==> config.mk <==
export PLATFORM = sky130hd
export DESIGN_NAME = stable_sorted_time_queue_unit
export DESIGN_NICKNAME = d
export VERILOG_FILES = /design/src/design/sstq_pkg.sv /design/src/design/sstq_cell.sv /design/src/design/stable_sorted_time_queue_unit.sv
export SDC_FILE = /design/constraint.sdc
export NUM_CORES = 2
export LEC_CHECK = 0
export BUFFER_PORTS_ARGS = -buffer_cell sky130_fd_sc_hd__buf_4
export CAP_MARGIN = 10
export CORE_ASPECT_RATIO = 1.25
export CORE_MARGIN = 1
export CORE_UTILIZATION = 60
export DETAILED_ROUTE_END_ITERATION = 8
export PLACE_DENSITY_LB_ADDON = 0.25
export SLEW_MARGIN = 40
export SYNTH_ARGS = -nofsm -noshare
export SYNTH_HDL_FRONTEND = slang
export SYNTH_SLANG_ARGS = --single-unit
==> constraint.sdc <==
create_clock -name clk -period 6.85 [get_ports clk]
set_clock_uncertainty 0.1 [all_clocks]
set_input_delay 0.685 -clock clk [delete_from_list [all_inputs] [get_ports clk]]
set_output_delay 0.685 -clock clk [all_outputs]
set_load 0.01 [all_outputs]
==> src/design/sstq_pkg.sv <==
// Shared types and constants for the stable sorted time queue.
// No dependencies; used by sstq_cell and stable_sorted_time_queue_unit.
package sstq_pkg;

  localparam int DEPTH       = 16;
  localparam int TIME_BITS   = 32;
  localparam int HANDLE_BITS = 8;
  localparam int OCC_BITS    = $clog2(DEPTH + 1);
  localparam int STATUS_BITS = 2;

  // stream payload widths, padded to whole bytes
  localparam int IN_FIELD_W  = TIME_BITS + HANDLE_BITS;
  localparam int IN_DATA_W   = ((IN_FIELD_W + 7) / 8) * 8;
  localparam int OUT_FIELD_W = STATUS_BITS + 2 * (TIME_BITS + HANDLE_BITS) + OCC_BITS;
  localparam int OUT_DATA_W  = ((OUT_FIELD_W + 7) / 8) * 8;

  typedef enum logic [STATUS_BITS-1:0] {
    ST_OK    = 2'd0,
    ST_FULL  = 2'd1,
    ST_EMPTY = 2'd2
  } status_t;

  typedef enum logic [1:0] {
    OP_HOLD,
    OP_PUSH,
    OP_POP
  } op_t;

  // broadcast to every cell in the chain
  typedef struct packed {
    op_t                    op;
    logic [TIME_BITS-1:0]   key;
    logic [HANDLE_BITS-1:0] handle;
  } cell_ctrl_t;

endpackage

==> src/design/sstq_cell.sv <==
// One slot of the sorted chain: holds a time/handle pair and shifts toward
// its neighbors on push or pop. Depends on sstq_pkg.
module sstq_cell (
  input  logic                             clk,
  input  sstq_pkg::cell_ctrl_t             ctrl,
  input  logic                             slot_valid,  // slot index below occupancy
  input  logic                             left_keep,   // left neighbor stays in place
  input  logic [sstq_pkg::TIME_BITS-1:0]   left_time,
  input  logic [sstq_pkg::HANDLE_BITS-1:0] left_handle,
  input  logic [sstq_pkg::TIME_BITS-1:0]   right_time,
  input  logic [sstq_pkg::HANDLE_BITS-1:0] right_handle,
  output logic                             keep,
  output logic [sstq_pkg::TIME_BITS-1:0]   time_q,
  output logic [sstq_pkg::HANDLE_BITS-1:0] handle_q,
  output logic [sstq_pkg::TIME_BITS-1:0]   time_nxt,
  output logic [sstq_pkg::HANDLE_BITS-1:0] handle_nxt
);

  logic [sstq_pkg::TIME_BITS-1:0]   time_r;
  logic [sstq_pkg::HANDLE_BITS-1:0] handle_r;

  // equal keys stay ahead of the new entry, which keeps arrival order
  assign keep = slot_valid && (time_r <= ctrl.key);

  always_comb begin
    time_nxt   = time_r;
    handle_nxt = handle_r;
    case (ctrl.op)
      sstq_pkg::OP_PUSH: begin
        if (!left_keep) begin
          time_nxt   = left_time;
          handle_nxt = left_handle;
        end else if (!keep) begin
          time_nxt   = ctrl.key;
          handle_nxt = ctrl.handle;
        end
      end
      sstq_pkg::OP_POP: begin
        time_nxt   = right_time;
        handle_nxt = right_handle;
      end
      default: begin
      end
    endcase
  end

  always_ff @(posedge clk) begin
    time_r   <= time_nxt;
    handle_r <= handle_nxt;
  end

  assign time_q   = time_r;
  assign handle_q = handle_r;

endmodule

==> src/design/stable_sorted_time_queue_unit.sv <==
// Top level of the stable sorted time queue: a chain of sstq_cell slots,
// occupancy counter and registered result beat. Depends on sstq_pkg, sstq_cell.
//
// Usage:
//   Input beats (in_*) carry a push (in_tuser = 0) with a time and a handle,
//   or a pop (in_tuser = 1). Every accepted beat yields exactly one result
//   beat (out_*) with status, the popped entry (zero unless a pop succeeded),
//   the head entry after the step (zero when empty) and the occupancy.
//   A push lands behind every entry with an equal or earlier time, so equal
//   times leave in arrival order. Push on full is dropped (status full);
//   pop on empty changes nothing (status empty).
// Timing and throughput:
//   The whole chain of cells compares against the broadcast key and all cells
//   shift on the same clock edge; the result appears in the output register
//   on the cycle after acceptance. One beat per cycle is sustained while
//   out_tready stays high.
// Reset and stall:
//   rst_n (synchronous, active low) empties the queue and drops any pending
//   result. While the receiver holds out_tready low with a result waiting,
//   in_tready is low and the queue state holds.
module stable_sorted_time_queue_unit (
  input  logic                            clk,
  input  logic                            rst_n,
  input  logic                            in_tvalid,
  output logic                            in_tready,
  input  logic [sstq_pkg::IN_DATA_W-1:0]  in_tdata,   // insert_time, insert_handle
  input  logic [0:0]                      in_tuser,   // mode
  output logic                            out_tvalid,
  input  logic                            out_tready,
  output logic [sstq_pkg::OUT_DATA_W-1:0] out_tdata   // status, popped_time,
                                                      // popped_handle, head_time,
                                                      // head_handle, occupancy
);

  localparam int TB = sstq_pkg::TIME_BITS;
  localparam int HB = sstq_pkg::HANDLE_BITS;
  localparam int OB = sstq_pkg::OCC_BITS;
  localparam int N  = sstq_pkg::DEPTH;

  logic                  in_fire;
  logic [OB-1:0]         count_r, count_nxt;
  logic                  out_valid_r, out_valid_nxt;
  logic [sstq_pkg::OUT_DATA_W-1:0] out_data_r, out_data_nxt;

  sstq_pkg::cell_ctrl_t  ctrl;
  sstq_pkg::status_t     status;
  logic                  is_pop;
  logic                  is_full, is_empty;

  logic [N-1:0]          slot_valid;
  logic [N:0]            keep_chain;
  logic [TB-1:0]         time_q   [N];
  logic [HB-1:0]         handle_q [N];
  logic [TB-1:0]         time_nxt [N];
  logic [HB-1:0]         handle_nxt [N];

  logic [TB-1:0]         popped_time;
  logic [HB-1:0]         popped_handle;
  logic [TB-1:0]         head_time;
  logic [HB-1:0]         head_handle;

  assign in_tready = !out_valid_r || out_tready;
  assign in_fire   = in_tvalid && in_tready;
  assign is_pop    = in_tuser[0];
  assign is_full   = (count_r == OB'(N));
  assign is_empty  = (count_r == '0);

  always_comb begin
    ctrl.key    = in_tdata[TB-1:0];
    ctrl.handle = in_tdata[TB +: HB];
    ctrl.op     = sstq_pkg::OP_HOLD;
    status      = sstq_pkg::ST_OK;
    count_nxt   = count_r;
    if (in_fire) begin
      if (!is_pop) begin
        if (is_full) begin
          status = sstq_pkg::ST_FULL;
        end else begin
          ctrl.op   = sstq_pkg::OP_PUSH;
          count_nxt = count_r + OB'(1);
        end
      end else begin
        if (is_empty) begin
          status = sstq_pkg::ST_EMPTY;
        end else begin
          ctrl.op   = sstq_pkg::OP_POP;
          count_nxt = count_r - OB'(1);
        end
      end
    end
  end

  // the head slot has nothing ahead of it, so it always sees a keeping left
  assign keep_chain[0] = 1'b1;

  for (genvar i = 0; i < N; i++) begin : g_cell
    assign slot_valid[i] = (OB'(i) < count_r);

    sstq_cell u_cell (
      .clk          (clk),
      .ctrl         (ctrl),
      .slot_valid   (slot_valid[i]),
      .left_keep    (keep_chain[i]),
      .left_time    ((i == 0) ? time_q[0]   : time_q[(i == 0) ? 0 : i-1]),
      .left_handle  ((i == 0) ? handle_q[0] : handle_q[(i == 0) ? 0 : i-1]),
      .right_time   (time_q[(i == N-1) ? i : i+1]),
      .right_handle (handle_q[(i == N-1) ? i : i+1]),
      .keep         (keep_chain[i+1]),
      .time_q       (time_q[i]),
      .handle_q     (handle_q[i]),
      .time_nxt     (time_nxt[i]),
      .handle_nxt   (handle_nxt[i])
    );
  end

  always_comb begin
    popped_time   = '0;
    popped_handle = '0;
    if (ctrl.op == sstq_pkg::OP_POP) begin
      popped_time   = time_q[0];
      popped_handle = handle_q[0];
    end
    head_time   = '0;
    head_handle = '0;
    if (count_nxt != '0) begin
      head_time   = time_nxt[0];
      head_handle = handle_nxt[0];
    end
  end

  always_comb begin
    out_data_nxt = out_data_r;
    out_valid_nxt = out_valid_r;
    if (out_valid_r && out_tready) begin
      out_valid_nxt = 1'b0;
    end
    if (in_fire) begin
      out_valid_nxt = 1'b1;
      out_data_nxt  = '0;
      out_data_nxt[sstq_pkg::STATUS_BITS-1:0]                  = status;
      out_data_nxt[sstq_pkg::STATUS_BITS +: TB]                = popped_time;
      out_data_nxt[sstq_pkg::STATUS_BITS + TB +: HB]           = popped_handle;
      out_data_nxt[sstq_pkg::STATUS_BITS + TB + HB +: TB]      = head_time;
      out_data_nxt[sstq_pkg::STATUS_BITS + 2*TB + HB +: HB]    = head_handle;
      out_data_nxt[sstq_pkg::STATUS_BITS + 2*TB + 2*HB +: OB]  = count_nxt;
    end
  end

  always_ff @(posedge clk) begin
    if (!rst_n) begin
      count_r     <= '0;
      out_valid_r <= 1'b0;
    end else begin
      count_r     <= count_nxt;
      out_valid_r <= out_valid_nxt;
    end
  end

  always_ff @(posedge clk) begin
    out_data_r <= out_data_nxt;
  end

  assign out_tvalid = out_valid_r;
  assign out_tdata  = out_data_r;

endmodule
==> flow_summary.toml <==
[finish]
layout.cells.non_filler = 5658
antenna_cells_inserted = 0
fin_nets = 5097
syn_to_final_growth_pct = 9.72
fraction_of_layout_instances_using_a_drive_strength_above_1 = 0.104

[timing]
rsz_0062_raised_after_global_routing = "false"
finalCriticalPeriod_ps = 5090
report.final.setup_viol = 0
timing.final.max_slew_violations = 0
fmax_mhz = 196
fin_crit_sh = 0.743
report.final.hold_viol_count = 0
totalNegativeSetupSlack_ps = 0
timing.slew.headroom = 0.411
worst_slew_pin_slew_ps = 882

[global_routing]
grtUsageMet1 = 0.487
grt_remaining_overflow = 0
grt_first_pass_wirelength_mm = 240
fraction_of_met3_tracks_used_by_global_routing = 0.0651
vias_in_the_first_global_route = 39600
groute.usage.overall = 0.376
top_usage_layer = "met2"
grt_antenna_before_repair = 0
gr-usage-met2 = 0.587
maximum_number_of_pins_on_one_net_before_global_route_repair = 184

[synthesis]
syn-cell-area_um2 = 48700
seq_cells_post_synth = 733
unique_cell_type_count_in_the_yosys_netlist = 82
synth.top_cells.by_area = "sky130_fd_sc_hd__edfxtp_1, sky130_fd_sc_hd__ha_1, sky130_fd_sc_hd__a2bb2oi_1"
synthArstFlopShare = 0
synth.cells.most_frequent = "sky130_fd_sc_hd__edfxtp_1, sky130_fd_sc_hd__ha_1, sky130_fd_sc_hd__nand2_1"
synth-edff-count = 687
synth_top_area_cell = "sky130_fd_sc_hd__edfxtp_1"
most_instantiated_library_cell_after_synthesis = "sky130_fd_sc_hd__edfxtp_1"
seq_area_frac_synth = 0.442
synthesis.nets = 5181
synth_flop_cell = "sky130_fd_sc_hd__edfxtp_1"
yosysTopAreaCellShare = 0.423
post_synthesis_mean_instance_area_um2 = 10.5
synth_warnings = 0
synthesis.instances = 4619

[cts]
post-cts-setup-buffers = 0
hold_buffers = 0
tritoncts = "yes"
tritoncts_num_sinks = 733
cts.path.max_buffers = 3
cts_max_level = 3
clk_transition_reported_paths_ps = 60
ctsResizeCount = 0
cts.root.buffer_cell = "sky130_fd_sc_hd__clkbuf_16"
cts-buffers-inserted = 77
worst_skew_pair.late_latency_ps = 670

[worst_setup_path]
cp-start-kind = "input pin"
setup.worst_path.class = "input pin to flip-flop"
critPathCaptureType = "flip-flop"
worst_path_required_ps = 7160
maximum_fanout_encountered_on_the_critical_timing_path = 41
arrival_ps = 5400

[placed_design]
dp_hpwl_mm = 111
place_inst = 5515
gp_routability_congestion = 0.974
placement.io_buffers = 133

[route]
via_count = 41200
routed_wire_length_per_instance_um = 27.9
post-route-drc-count = 0
residual_antenna_violating_net_count_after_detailed_routing = 0
overall_routed_net_length_mm = 158
detailedRoute.firstIterationViolations = 5278
drt_first_pass_iters = 6
via_cell_ratio = 7.28

[power_and_ir_drop]
power.ir.vdd_worst_mv = 0.187
power.density_cell_area_nw_per_um2 = 279
p_leak_nw = 19.4

[floorplan]
core-area_um2 = 80300
dieHeight_um = 321
i_o_pin_count = 135
start_util = 0.607
die_area_um2 = 82400
fp.dieW_um = 257
floorplan.rows = 116

[outcome]
run_status = "completed"

[min_path]
worstHoldPathType = "input pin to flip-flop"

[job]
drv_cap = 0
-- cell usage in the layout, fill, tap and decap left out, types with 8 or more instances in the layout --
master and n:
sky130_fd_sc_hd__a31oi_1 82, sky130_fd_sc_hd__and4_1 8, sky130_fd_sc_hd__edfxtp_1 687, sky130_fd_sc_hd__a221o_1 36
sky130_fd_sc_hd__clkinv_1 14, sky130_fd_sc_hd__mux2i_1 161, sky130_fd_sc_hd__nor2_1 116, sky130_fd_sc_hd__and3_2 30
sky130_fd_sc_hd__o21ai_1 66, sky130_fd_sc_hd__o22ai_1 10, sky130_fd_sc_hd__mux2_2 35, sky130_fd_sc_hd__o211ai_1 21
sky130_fd_sc_hd__o31ai_1 205, sky130_fd_sc_hd__clkbuf_16 78, sky130_fd_sc_hd__a41oi_1 162, sky130_fd_sc_hd__nand3_1 54
sky130_fd_sc_hd__a2bb2oi_1 317, sky130_fd_sc_hd__a31oi_4 15, sky130_fd_sc_hd__nand4_1 103, sky130_fd_sc_hd__nor3_1 74
sky130_fd_sc_hd__inv_1 73, sky130_fd_sc_hd__nor2b_1 48, sky130_fd_sc_hd__a211oi_1 16, sky130_fd_sc_hd__bufinv_16 9
sky130_fd_sc_hd__nand2b_1 48, sky130_fd_sc_hd__clkbuf_1 16, sky130_fd_sc_hd__dfxtp_1 45, sky130_fd_sc_hd__o21a_1 22
sky130_fd_sc_hd__ha_1 516, sky130_fd_sc_hd__a21o_1 72, sky130_fd_sc_hd__and2_1 77, sky130_fd_sc_hd__a21oi_1 269
sky130_fd_sc_hd__buf_4 211, sky130_fd_sc_hd__o21ai_0 319, sky130_fd_sc_hd__nand2_1 390, sky130_fd_sc_hd__buf_12 10
sky130_fd_sc_hd__clkinv_2 14, sky130_fd_sc_hd__nor4_1 12
-- logic make-up after synthesis --
group           Yosys count  synth area share
compound gates         1691             0.241
simple gates           1000             0.102
flops                   733             0.442
fa+ha+maj               517             0.133
buf+inv                 472            0.0392
mux                     203            0.0428
xor+xnor                  2          0.000360
other cells               1         0.0000770
-- final cells by class --
cell class	instances	area, um2
fillers	6179	26800
multi-input cells	3414	25800
flip-flops and latches	733	21600
clock buffers	96	2040
repair buffers	231	1940
well taps	1062	1330
clock inverters	44	508
inverters	78	307
-- path summary, 6_finish.rpt --
kind / startpoint / to / slack [ps] / depth (start not counted)
min: rst_n / count_r[2]$_SDFF_PN0_ / 180 / 2
max reg2reg: count_r[3]$_SDFF_PN0_ / g_cell[2].u_cell.time_q[22]$_DFFE_PP_ / 2230 / 11
max: in_tdata[17] / g_cell[2].u_cell.time_q[22]$_DFFE_PP_ / 1760 / 11
min reg2reg: g_cell[0].u_cell.time_q[0]$_DFF_P_ / g_cell[0].u_cell.time_q[0]$_DFF_P_ / 420 / 1
-- power by group --
part           leakage [nW]  switching, W  internal [W]
Combinational          11.3       0.00245       0.00157
Sequential             6.90      0.000618       0.00587
Clock                  1.24       0.00193       0.00247
Total                  19.4       0.00500       0.00992
-- state kept, by name (all words and copies together) (netlist names) --
signal	flops
g_cell.u_cell.handle_q	128
out_tvalid	1
g_cell.u_cell.time_q	512
out_tdata	87
count_r	5
-- critical path, stage by stage --
cell and delay (ps):
sky130_fd_sc_hd__buf_4 240, sky130_fd_sc_hd__clkinv_1 700, sky130_fd_sc_hd__ha_1 620, sky130_fd_sc_hd__nand4_1 330, sky130_fd_sc_hd__nor4_1 820, sky130_fd_sc_hd__o31ai_1 380, sky130_fd_sc_hd__a31oi_4 260, sky130_fd_sc_hd__buf_4 490
sky130_fd_sc_hd__nand2_1 320, sky130_fd_sc_hd__buf_4 340, sky130_fd_sc_hd__a2bb2oi_1 170
-- layer usage --
| layer | share of wire | vias to the layer above | routed length (um) |
|---|---|---|---|
| met5 | 0 | - | 0 |
| met4 | 0.062 | 0 | 9850 |
| met3 | 0.10 | 523 | 15800 |
| met2 | 0.46 | 2666 | 72200 |
| met1 | 0.38 | 19900 | 60100 |
| li1 | - | 18100 | - |
-- stage by stage --
stage	hold WS, ps	utilization	total power [W]	area (um2)	setup slack [ps]
2_1_floorplan	372	-	0.00904	48700	415
4_1_cts	147	0.665	0.0148	53400	2310
3_5_place_dp	396	0.633	0.0105	50800	1620
5_1_grt	175	0.666	0.0155	53500	1850
6_report	175	0.666	0.0149	53500	1760
3_3_place_gp	392	0.632	0.0103	50700	1630
(Power assumes the default switching activity.)
